File: src/hw/rtl/psgwsf_pkg.sv
// ----------------------------------------------------------------------------
// psgwsf_pkg
// Shared widths, register map, constant bytes and the silencing table for the
// sound chip write stream fixer.
// ----------------------------------------------------------------------------
`default_nettype none

package psgwsf_pkg;

   localparam int BYTE_W     = 8;
   localparam int PERIOD_W   = 10;
   localparam int CHAN_W     = 2;
   localparam int NUM_TONES  = 3;
   localparam int LEN_W      = 4;
   localparam int CSR_ADDR_W = 3;
   localparam int CSR_DATA_W = 32;

   // register index, taken from paddr[2]
   localparam logic REG_FIX_ENABLE      = 1'b0;
   localparam logic REG_PERIODIC_ENABLE = 1'b1;

   localparam logic [LEN_W-1:0] RESET_LEN = 4'd10;

   localparam logic [BYTE_W-1:0] ATT2_MUTED  = 8'hDF;
   localparam logic [3:0]        TONE3_LATCH = 4'hC;
   localparam logic [3:0]        NOISE_CTRL  = 4'hE;

   typedef logic [BYTE_W-1:0]   byte_type;
   typedef logic [PERIOD_W-1:0] period_type;

   // silencing sequence: per tone attenuation off, then period zero; noise attenuation off last
   function automatic byte_type reset_byte(input logic [LEN_W-1:0] idx);
      byte_type b;
      case (idx)
         4'd0:    b = 8'h9F;
         4'd1:    b = 8'h80;
         4'd2:    b = 8'h00;
         4'd3:    b = 8'hBF;
         4'd4:    b = 8'hA0;
         4'd5:    b = 8'h00;
         4'd6:    b = 8'hDF;
         4'd7:    b = 8'hC0;
         4'd8:    b = 8'h00;
         4'd9:    b = 8'hFF;
         default: b = 8'h00;
      endcase
      return b;
   endfunction

endpackage

`default_nettype wire

File: src/hw/rtl/psgwsf_req_if.sv
// ----------------------------------------------------------------------------
// psgwsf_req_if
// Command channel: one operation code and one chip command byte per transfer.
// ----------------------------------------------------------------------------
`default_nettype none

interface psgwsf_req_if;
   logic                          valid;
   logic                          ready;
   logic                          op;
   logic [psgwsf_pkg::BYTE_W-1:0] data_byte;

   modport source (output valid, output op, output data_byte, input ready);
   modport sink   (input valid, input op, input data_byte, output ready);
endinterface

`default_nettype wire

File: src/hw/rtl/psgwsf_rsp_if.sv
// ----------------------------------------------------------------------------
// psgwsf_rsp_if
// Bus byte channel: one chip byte per transfer, last marks the end of a group.
// ----------------------------------------------------------------------------
`default_nettype none

interface psgwsf_rsp_if;
   logic                          valid;
   logic                          ready;
   logic [psgwsf_pkg::BYTE_W-1:0] out_byte;
   logic                          last;

   modport source (output valid, output out_byte, output last, input ready);
   modport sink   (input valid, input out_byte, input last, output ready);
endinterface

`default_nettype wire

File: src/hw/rtl/psg_write_stream_fixer.sv
// ----------------------------------------------------------------------------
// psg_write_stream_fixer
// Rewrites the command byte stream of a four-channel sound generator: keeps
// shadow tone periods, forces zero periods to one, sends low and high bytes
// together, stretches tone 3 by 17/16 if muted and driving periodic noise.
//
//   channel | dir | handshake     | payload
//   req     | in  | valid/ready   | op, data_byte
//   rsp     | out | valid/ready   | out_byte, last
//   csr     | in  | APB-style     | fix_enable, periodic_fix_enable
//
// A command is decoded in the cycle it is taken; its bytes leave one a cycle
// from a group register through the output register while rsp.ready holds.
// A command yields 1 to 3 bytes, a reset op 10, so the rate is one output
// byte per cycle when rsp is ready, set by the single output register.
// req.ready is high when the group register is empty or sends its last byte.
// Synchronous reset clears configuration, shadow state and handshake control; no clear pass.
// ----------------------------------------------------------------------------
`default_nettype none

module psg_write_stream_fixer (
   input  wire                                   clock,
   input  wire                                   reset,
   psgwsf_req_if.sink                            req,
   psgwsf_rsp_if.source                          rsp,
   input  wire                                   csr_psel,
   input  wire                                   csr_penable,
   input  wire                                   csr_pwrite,
   input  wire  [psgwsf_pkg::CSR_ADDR_W-1:0]     csr_paddr,
   input  wire  [psgwsf_pkg::CSR_DATA_W-1:0]     csr_pwdata,
   output logic [psgwsf_pkg::CSR_DATA_W-1:0]     csr_prdata,
   output logic                                  csr_pready
);

   localparam int NT = psgwsf_pkg::NUM_TONES;
   localparam int LW = psgwsf_pkg::LEN_W;

   // configuration
   logic fix_ff, fix_in;
   logic pfe_ff, pfe_in;

   // shadow state
   logic [psgwsf_pkg::CHAN_W-1:0] lc_ff, lc_in;
   psgwsf_pkg::period_type        tp_ff [NT];
   psgwsf_pkg::period_type        tp_in [NT];
   logic                          mute2_ff, mute2_in;
   logic                          np_ff, np_in;
   logic                          nt3_ff, nt3_in;

   // byte group
   logic                          job_valid_ff, job_valid_in;
   logic                          job_reset_ff, job_reset_in;
   logic [LW-1:0]                 job_len_ff, job_len_in;
   logic [LW-1:0]                 job_idx_ff, job_idx_in;
   psgwsf_pkg::byte_type          job_byte_ff [NT];
   psgwsf_pkg::byte_type          job_byte_in [NT];

   // output register
   logic                          rsp_valid_ff, rsp_valid_in;
   psgwsf_pkg::byte_type          rsp_byte_ff, rsp_byte_in;
   logic                          rsp_last_ff, rsp_last_in;

   logic                          csr_wr;
   logic                          req_xfer;
   logic                          out_free;
   logic                          job_step;
   logic                          job_is_last;
   logic                          job_done;
   psgwsf_pkg::byte_type          d;
   logic [psgwsf_pkg::CHAN_W-1:0] ch_hi;
   psgwsf_pkg::period_type        tp_sel_hi;
   psgwsf_pkg::period_type        tp_sel_lo;
   psgwsf_pkg::period_type        p_hi;
   psgwsf_pkg::period_type        p_lo;
   psgwsf_pkg::period_type        tp_new [NT];
   logic [psgwsf_pkg::CHAN_W-1:0] lc_new;
   logic                          mute2_new, np_new, nt3_new;
   logic [14:0]                   prod;
   logic [10:0]                   pr;
   psgwsf_pkg::byte_type          r0, r1;
   psgwsf_pkg::byte_type          nb [NT];
   logic [LW-1:0]                 nlen;
   logic                          nreset;
   psgwsf_pkg::byte_type          cur_byte;

   // ---- configuration port ----
   assign csr_pready = 1'b1;
   assign csr_wr     = csr_psel && csr_penable && csr_pwrite;

   always_comb begin
      fix_in = fix_ff;
      pfe_in = pfe_ff;
      if (csr_wr) begin
         unique case (csr_paddr[2])
            psgwsf_pkg::REG_FIX_ENABLE:      fix_in = csr_pwdata[0];
            psgwsf_pkg::REG_PERIODIC_ENABLE: pfe_in = csr_pwdata[0];
            default:                         fix_in = fix_ff;
         endcase
      end
   end

   always_comb begin
      unique case (csr_paddr[2])
         psgwsf_pkg::REG_FIX_ENABLE:      csr_prdata = {31'd0, fix_ff};
         psgwsf_pkg::REG_PERIODIC_ENABLE: csr_prdata = {31'd0, pfe_ff};
         default:                         csr_prdata = '0;
      endcase
   end

   // ---- handshake ----
   assign out_free    = !rsp_valid_ff || rsp.ready;
   assign job_step    = job_valid_ff && out_free;
   assign job_is_last = (job_idx_ff == job_len_ff - 4'd1);
   assign job_done    = job_step && job_is_last;
   assign req.ready   = !job_valid_ff || job_done;
   assign req_xfer    = req.valid && req.ready;
   assign d           = req.data_byte;

   // ---- decode: next shadow state ----
   always_comb begin
      case (lc_ff)
         2'd0:    ch_hi = 2'd0;
         2'd1:    ch_hi = 2'd1;
         default: ch_hi = 2'd2;
      endcase
      case (ch_hi)
         2'd0:    tp_sel_hi = tp_ff[0];
         2'd1:    tp_sel_hi = tp_ff[1];
         default: tp_sel_hi = tp_ff[2];
      endcase
      case (d[6:5])
         2'd0:    tp_sel_lo = tp_ff[0];
         2'd1:    tp_sel_lo = tp_ff[1];
         default: tp_sel_lo = tp_ff[2];
      endcase
      p_hi = {d[5:0], tp_sel_hi[3:0]};
      p_lo = {tp_sel_lo[9:4], d[3:0]};
   end

   always_comb begin
      lc_new    = lc_ff;
      mute2_new = mute2_ff;
      np_new    = np_ff;
      nt3_new   = nt3_ff;
      for (int i = 0; i < NT; i++) begin
         tp_new[i] = tp_ff[i];
      end
      if (req.op) begin
         lc_new = '0;
         for (int i = 0; i < NT; i++) begin
            tp_new[i] = '0;
         end
      end else if (fix_ff) begin
         if (!d[7]) begin
            for (int i = 0; i < NT; i++) begin
               if (ch_hi == i[1:0]) tp_new[i] = p_hi;
            end
         end else if (!d[4] && d[6:5] != 2'd3) begin
            lc_new = d[6:5];
            for (int i = 0; i < NT; i++) begin
               if (d[6:5] == i[1:0]) tp_new[i] = p_lo;
            end
         end else if (d[4]) begin
            if (d[6:5] == 2'd2) mute2_new = (d == psgwsf_pkg::ATT2_MUTED);
         end else if (d[7:4] == psgwsf_pkg::NOISE_CTRL) begin
            np_new  = !d[2];
            nt3_new = (d[1:0] == 2'b11);
         end
      end
   end

   // ---- tone 3 refresh from the updated state ----
   always_comb begin
      prod = {5'd0, tp_new[2]} * 15'd17;
      if (pfe_ff && np_new && nt3_new && mute2_new) begin
         pr = prod[14:4];
      end else begin
         pr = {1'b0, tp_new[2]};
      end
      if (pr == 11'd0) pr = 11'd1;
      r0 = {psgwsf_pkg::TONE3_LATCH, pr[3:0]};
      r1 = {2'b00, pr[9:4]};
   end

   // ---- decode: byte group ----
   always_comb begin
      nreset = 1'b0;
      nlen   = 4'd1;
      nb[0]  = d;
      nb[1]  = '0;
      nb[2]  = '0;
      if (req.op) begin
         nreset = 1'b1;
         nlen   = psgwsf_pkg::RESET_LEN;
      end else if (!fix_ff) begin
         nb[0] = d;
      end else if (!d[7]) begin
         nlen = 4'd2;
         if (ch_hi == 2'd2) begin
            nb[0] = r0;
            nb[1] = r1;
         end else begin
            nb[0] = {1'b1, ch_hi, 1'b0, p_hi[3:1], p_hi[0] | (p_hi == '0)};
            nb[1] = {2'b00, d[5:0]};
         end
      end else if (!d[4] && d[6:5] != 2'd3) begin
         nb[0] = {d[7:1], d[0] | (p_lo == '0)};
      end else if ((d[4] && d[6:5] == 2'd2) || (!d[4] && d[7:4] == psgwsf_pkg::NOISE_CTRL))
      begin
         nlen  = 4'd3;
         nb[0] = r0;
         nb[1] = r1;
         nb[2] = d;
      end
   end

   // ---- group register and output register ----
   always_comb begin
      case (job_idx_ff[1:0])
         2'd0:    cur_byte = job_byte_ff[0];
         2'd1:    cur_byte = job_byte_ff[1];
         default: cur_byte = job_byte_ff[2];
      endcase
      if (job_reset_ff) cur_byte = psgwsf_pkg::reset_byte(job_idx_ff);
   end

   always_comb begin
      job_valid_in = job_valid_ff;
      job_reset_in = job_reset_ff;
      job_len_in   = job_len_ff;
      job_idx_in   = job_idx_ff;
      for (int i = 0; i < NT; i++) begin
         job_byte_in[i] = job_byte_ff[i];
      end
      if (req_xfer) begin
         job_valid_in = 1'b1;
         job_reset_in = nreset;
         job_len_in   = nlen;
         job_idx_in   = '0;
         for (int i = 0; i < NT; i++) begin
            job_byte_in[i] = nb[i];
         end
      end else if (job_done) begin
         job_valid_in = 1'b0;
      end else if (job_step) begin
         job_idx_in = job_idx_ff + 4'd1;
      end

      rsp_byte_in = rsp_byte_ff;
      rsp_last_in = rsp_last_ff;
      if (job_step) begin
         rsp_valid_in = 1'b1;
         rsp_byte_in  = cur_byte;
         rsp_last_in  = job_is_last;
      end else begin
         rsp_valid_in = rsp_valid_ff && !rsp.ready;
      end

      lc_in    = req_xfer ? lc_new    : lc_ff;
      mute2_in = req_xfer ? mute2_new : mute2_ff;
      np_in    = req_xfer ? np_new    : np_ff;
      nt3_in   = req_xfer ? nt3_new   : nt3_ff;
      for (int i = 0; i < NT; i++) begin
         tp_in[i] = req_xfer ? tp_new[i] : tp_ff[i];
      end
   end

   always_ff @(posedge clock) begin
      if (reset) begin
         fix_ff       <= 1'b0;
         pfe_ff       <= 1'b0;
         lc_ff        <= '0;
         mute2_ff     <= 1'b0;
         np_ff        <= 1'b0;
         nt3_ff       <= 1'b0;
         job_valid_ff <= 1'b0;
         rsp_valid_ff <= 1'b0;
         for (int i = 0; i < NT; i++) begin
            tp_ff[i] <= '0;
         end
      end else begin
         fix_ff       <= fix_in;
         pfe_ff       <= pfe_in;
         lc_ff        <= lc_in;
         mute2_ff     <= mute2_in;
         np_ff        <= np_in;
         nt3_ff       <= nt3_in;
         job_valid_ff <= job_valid_in;
         rsp_valid_ff <= rsp_valid_in;
         for (int i = 0; i < NT; i++) begin
            tp_ff[i] <= tp_in[i];
         end
      end
   end

   always_ff @(posedge clock) begin
      job_reset_ff <= job_reset_in;
      job_len_ff   <= job_len_in;
      job_idx_ff   <= job_idx_in;
      rsp_byte_ff  <= rsp_byte_in;
      rsp_last_ff  <= rsp_last_in;
      for (int i = 0; i < NT; i++) begin
         job_byte_ff[i] <= job_byte_in[i];
      end
   end

   assign rsp.valid    = rsp_valid_ff;
   assign rsp.out_byte = rsp_byte_ff;
   assign rsp.last     = rsp_last_ff;

   // ---- assertions ----
   a_stall_blocks_req: assert property (@(posedge clock) disable iff (reset)
      (job_valid_ff && rsp_valid_ff && !rsp.ready) |-> !req.ready)
      else $error("command taken while output stalled");

   a_reset_group: assert property (@(posedge clock) disable iff (reset)
      (req.valid && req.ready && req.op) |=>
      (job_valid_ff && job_reset_ff && job_len_ff == psgwsf_pkg::RESET_LEN))
      else $error("reset op did not load silencing group");

   a_idx_in_range: assert property (@(posedge clock) disable iff (reset)
      job_valid_ff |-> (job_idx_ff < job_len_ff))
      else $error("group index beyond length");

   a_latch_range: assert property (@(posedge clock) disable iff (reset)
      lc_ff != 2'd3)
      else $error("latched channel out of range");

endmodule

`default_nettype wire

File: src/flat_wrapper.sv
// flat-port wrapper written by rule: the top's interface ports become plain ports
module psg_write_stream_fixer_flat 
  (clock, reset, csr_psel, csr_penable, csr_pwrite, csr_paddr, csr_pwdata, csr_prdata, csr_pready, req_valid, req_op, req_data_byte, req_ready, rsp_valid, rsp_out_byte, rsp_last, rsp_ready);
  psgwsf_req_if req_i ();
  psgwsf_rsp_if rsp_i ();
  input  wire clock;
  input  wire reset;
  input  wire csr_psel;
  input  wire csr_penable;
  input  wire csr_pwrite;
  input  wire  [psgwsf_pkg::CSR_ADDR_W-1:0] csr_paddr;
  input  wire  [psgwsf_pkg::CSR_DATA_W-1:0] csr_pwdata;
  output logic [psgwsf_pkg::CSR_DATA_W-1:0] csr_prdata;
  output logic csr_pready;
  input wire logic [$bits(req_i.valid)-1:0] req_valid;
  input wire logic [$bits(req_i.op)-1:0] req_op;
  input wire logic [$bits(req_i.data_byte)-1:0] req_data_byte;
  output wire logic [$bits(req_i.ready)-1:0] req_ready;
  output wire logic [$bits(rsp_i.valid)-1:0] rsp_valid;
  output wire logic [$bits(rsp_i.out_byte)-1:0] rsp_out_byte;
  output wire logic [$bits(rsp_i.last)-1:0] rsp_last;
  input wire logic [$bits(rsp_i.ready)-1:0] rsp_ready;
  assign req_i.valid = req_valid;
  assign req_i.op = req_op;
  assign req_i.data_byte = req_data_byte;
  assign req_ready = req_i.ready;
  assign rsp_valid = rsp_i.valid;
  assign rsp_out_byte = rsp_i.out_byte;
  assign rsp_last = rsp_i.last;
  assign rsp_i.ready = rsp_ready;
  psg_write_stream_fixer u_core (.clock(clock), .reset(reset), .req(req_i), .rsp(rsp_i), .csr_psel(csr_psel), .csr_penable(csr_penable), .csr_pwrite(csr_pwrite), .csr_paddr(csr_paddr), .csr_pwdata(csr_pwdata), .csr_prdata(csr_prdata), .csr_pready(csr_pready));
endmodule
File: config.mk
export PLATFORM = sky130hd
export DESIGN_NAME = psg_write_stream_fixer_flat
export DESIGN_NICKNAME = d
export VERILOG_FILES = /design/src/hw/rtl/psgwsf_pkg.sv /design/src/hw/rtl/psgwsf_req_if.sv /design/src/hw/rtl/psgwsf_rsp_if.sv /design/src/hw/rtl/psg_write_stream_fixer.sv /design/src/flat_wrapper.sv
export SDC_FILE = /design/constraint.sdc
export NUM_CORES = 1
export LEC_CHECK = 0
export CAP_MARGIN = 5
export CORE_UTILIZATION = 45
export CTS_CLUSTER_DIAMETER = 60
export DETAILED_ROUTE_END_ITERATION = 6
export DONT_BUFFER_PORTS = 1
export MAX_ROUTING_LAYER = met4
export PLACE_DENSITY = 0.62
export SLEW_MARGIN = 15
export SYNTH_ARGS = -nofsm -noshare
export SYNTH_HDL_FRONTEND = slang
export SYNTH_SLANG_ARGS = --single-unit
File: constraint.sdc
create_clock -name clock -period 10.86 [get_ports clock]
set_input_delay 2.172 -clock clock [delete_from_list [all_inputs] [get_ports clock]]
set_output_delay 2.172 -clock clock [all_outputs]
set_load 0.02 [all_outputs]
==> summary.md <==
| Metric | Value |
|---|---|
| Final setup violation count | 0 |
| Outcome | finished clean |
| Sw Share | 28.1% |
| Clock tree buffer depth | 2 |
| Reg-to-Reg Start | u_core.fix_ff |
| DRC Markers | 0 |
| Final WL | 12000 um |
| Critical Path AT | 5.54 ns |
| H-tree Lvls | 3 |
| Initial antenna violation count | 0 |
| Post-synthesis mux area share | 9.30% |
| Hold Buf Count CTS | 0 |
| Antenna violation net count after detailed routing | 0 |
| Pins over their slew limit | 0 |
| Register area share after synthesis | 38.8% |
| Via count | 4023 |
| HP Class | reg -> reg |
| 1st-iter DRT viols | 237 |
| Worst-margin pin slew | 0.974 ns |
| Post-CTS Setup Bufs | 0 |
| Combinational cell fraction of total power | 14.0% |
| Drt pass-1 iters | 5 |
| Die W | 109 um |
| Multi-input gate area | 0.00279 mm2 |
| Root Driver | clkbuf_16 |
| Crit. End Element | flip-flop |
| Total Routing Usage GR | 22.4% |
| Fin cells | 707 |
| Largest family of logic cells by synthesized area | simple AND/OR/NAND/NOR gates |
| Synth Area in Simple Gates | 18.3% |
| Post-layout util | 48.8% |
| Layout cells sized above 1 | 6.70% |
| First-pass GRT wire length | 19200 um |
| Port-buffer cells | 0 |
| Reg-to-Reg End | u_core.job_byte_ff[0][12] |
| Cts bufs inserted | 9 |
| Pin count of the biggest net entering global routing | 53 |
| Max-cap violations | 0 |
| PostCTS Resize Cnt | 0 |
| Most common cell in the synthesized netlist | nor2_1 |
| Synthesized area | 0.00514 mm2 |
| GRT Residual Overflow | 0 |
| Final count of hold timing violations | 0 |
| Setup TNS | 0 ns |
| Adder-cell share of the synthesized area | 5.02% |
| Internal power | 0.565 mW |
| Top cells by area, synth | edfxtp_1, dfxtp_1, mux2i_1 |
| Vias per cell | 5.69 |
| Overall Power | 0.786 mW |
| Final worst path period need | 5.46 ns |
| Compound-Gate Fraction of Synth Area | 16.9% |
| Clk slew on worst S/H paths | 0.06 ns |
| Avg WL per Cell | 17.0 um |
| Skew-Pair Late Insertion Delay | 0.35 ns |
| Post-Syn Instances | 587 |
| Xor-xnor portion of the synthesized cell area | 2.22% |
| Max-slew headroom | 34.9% |
| RSZ-0062 raised after global routing | false |
| Area leader, netlist | edfxtp_1 |
| Synth top area share | 20.5% |
| Flops & latches, synth | 82 |
| Gpl congestion | 0.948 |
| Setup Skew | 0.00530 ns |
| Synth unique cells | 62 |
| Fraction of registers with async set/reset | 0% |
| Number of synthesized flops with an enable pin | 35 |
| Reg-to-reg slack, setup | 6.55 ns |
| Crit path kind | in -> reg |
| Synth cell count leaders | nor2_1, nand2_1, a21oi_1 |
| Min-Delay Endpoint | u_core.mute2_ff |
| Syn-to-layout area delta | 4.36% |
| Worst setup SP type | input port |
| Worst EP required | 10.94 ns |
| Io pins | 95 |
| Vias in the first global route | 3767 |
| Syn Area/Cell | 8.75 um2 |
| Ys flop type | dfxtp_1 |
| HP Start | u_core.mute2_ff |
| Clk pwr share | 39.9% |
| Pwr per Cell Area | 147 mW/mm2 |
| Nets@finish | 633 |
| # diodes | 0 |
| Placed cells | 691 |
| YS warnings | 0 |
| FP Rows | 38 |
| Reg2Reg Depth | 12 |
| Max VDD drop | 0.153 mV |
| Final HPWL DP | 8420 um |
| Critical Path Fanout Max | 24 |
| P_sw | 0.221 mW |
| Leak | 2.15 nW |
| Core area | 0.0110 mm2 |
| Starting Density | 46.8% |
| CTS tree | done |
| WHS Path Cells | 2 |
| Die area | 0.0118 mm2 |
| Clock Sinks | 82 |
| Sequential power share | 46.1% |
| Period utilization | 50.3% |
| Hold slack final | 0.456 ns |
| Die Y | 109 um |
| FILL cells | 1041 |
| Register Area | 0.00199 mm2 |
| Fmax | 183 MHz |
[how the worst max path moves through the flow]
stage                           startpoint  slack (ns)                        end
final                     req_data_byte[7]        5.40  u_core.job_byte_ff[0][12]
after global routing      req_data_byte[7]        5.04  u_core.job_byte_ff[0][12]
after CTS                 req_data_byte[7]        5.48  u_core.job_byte_ff[0][12]
after detailed placement  req_data_byte[7]        5.12  u_core.job_byte_ff[0][12]
after global placement    req_data_byte[7]        5.18  u_core.job_byte_ff[0][10]
after floorplan           req_data_byte[4]        5.75   u_core.job_byte_ff[0][0]
[worst max-delay path: stages]
cell      delay [ns]
and3b_1         0.36
mux2i_1         0.75
mux2i_1         0.27
inv_1           0.12
ha_1            0.23
a211oi_1        0.37
o21ai_0         0.30
a21oi_1         0.23
nor4_1          0.08
xnor2_1         0.41
a21o_1          0.17
o21ai_0         0.08
[power groups by stage]
stage | registers (mW) | clock network, mW | logic (mW)
3_3_place_gp | 0.369 | 0 | 0.106
4_1_cts | 0.363 | 0.323 | 0.110
5_1_grt | 0.365 | 0.338 | 0.122
2_1_floorplan | 0.366 | 0 | 0.103
3_5_place_dp | 0.370 | 0 | 0.109
6_report | 0.362 | 0.314 | 0.110
[registers in the layout, summed over array words and instances, names as in the netlist, named ones only]
register,count
u_core.tp_ff,30
u_core.job_byte_ff,22
u_core.rsp.out_byte,8
u_core.job_idx_ff,4
u_core.job_len_ff,3
u_core.lc_ff,2
u_core.fix_ff,1
u_core.job_reset_ff,1
u_core.job_valid_ff,1
u_core.mute2_ff,1
u_core.np_ff,1
u_core.nt3_ff,1
u_core.pfe_ff,1
u_core.rsp.last,1
u_core.rsp.valid,1
[cells by family after synthesis]
kind of cell,count (synthesis)
adder cells (fa/ha/maj),20
AO/OA/AOI/OAI,140
other,2
XOR/XNOR,13
AND/OR/NAND/NOR,193
multiplexers,47
flip-flops,82
buffers and inverters,90
[final cells by class]
cell class / count / share of cell area (%)
Clock buffer: 9 / 4.20
Inverter: 22 / 1.54
Tap cell: 140 / 3.27
Timing Repair Buffer: 2 / 0.280
Multi-Input combinational cell: 445 / 52.0
Sequential cell: 82 / 37.2
Clock inverter: 7 / 1.59
[placed cells by master (no fill, tap or decap), types with 3 or more instances in the layout]
cell type / count
nand4_1: 5
o22ai_1: 4
mux2i_1: 41
xor2_1: 6
inv_1: 20
nand2b_1: 13
conb_1: 32
clkbuf_16: 9
ha_1: 19
a31oi_1: 3
o21ai_0: 32
nor3_1: 6
dfxtp_1: 47
a22o_1: 5
nor2b_1: 15
and3_1: 5
xnor2_1: 7
and2_1: 4
nand3b_1: 4
or2_2: 3
a21oi_1: 52
mux2_2: 6
nor2_1: 58
a211oi_1: 10
nand2_1: 57
edfxtp_1: 35
nand3_1: 7
nor4_1: 3
a22oi_1: 8
o31ai_1: 3
[metal layers]
metal	vias up	routed length [um]	global-route usage [%]
met2	124	5850	36.4
li1	1963	-	-
met1	1914	5290	26.4
met5	-	0	-
met4	0	233	7.72
met3	22	635	6.75
[through the flow]
| step | setup WS (ns) | area [um2] |
|---|---|---|
| 2_1_floorplan | 5.75 | 5250 |
| 3_3_place_gp | 5.18 | 5040 |
| 3_5_place_dp | 5.12 | 5050 |
| 4_1_cts | 5.48 | 5360 |
| 5_1_grt | 5.04 | 5360 |
| 6_report | 5.40 | 5360 |
(Power assumes the default switching activity.)
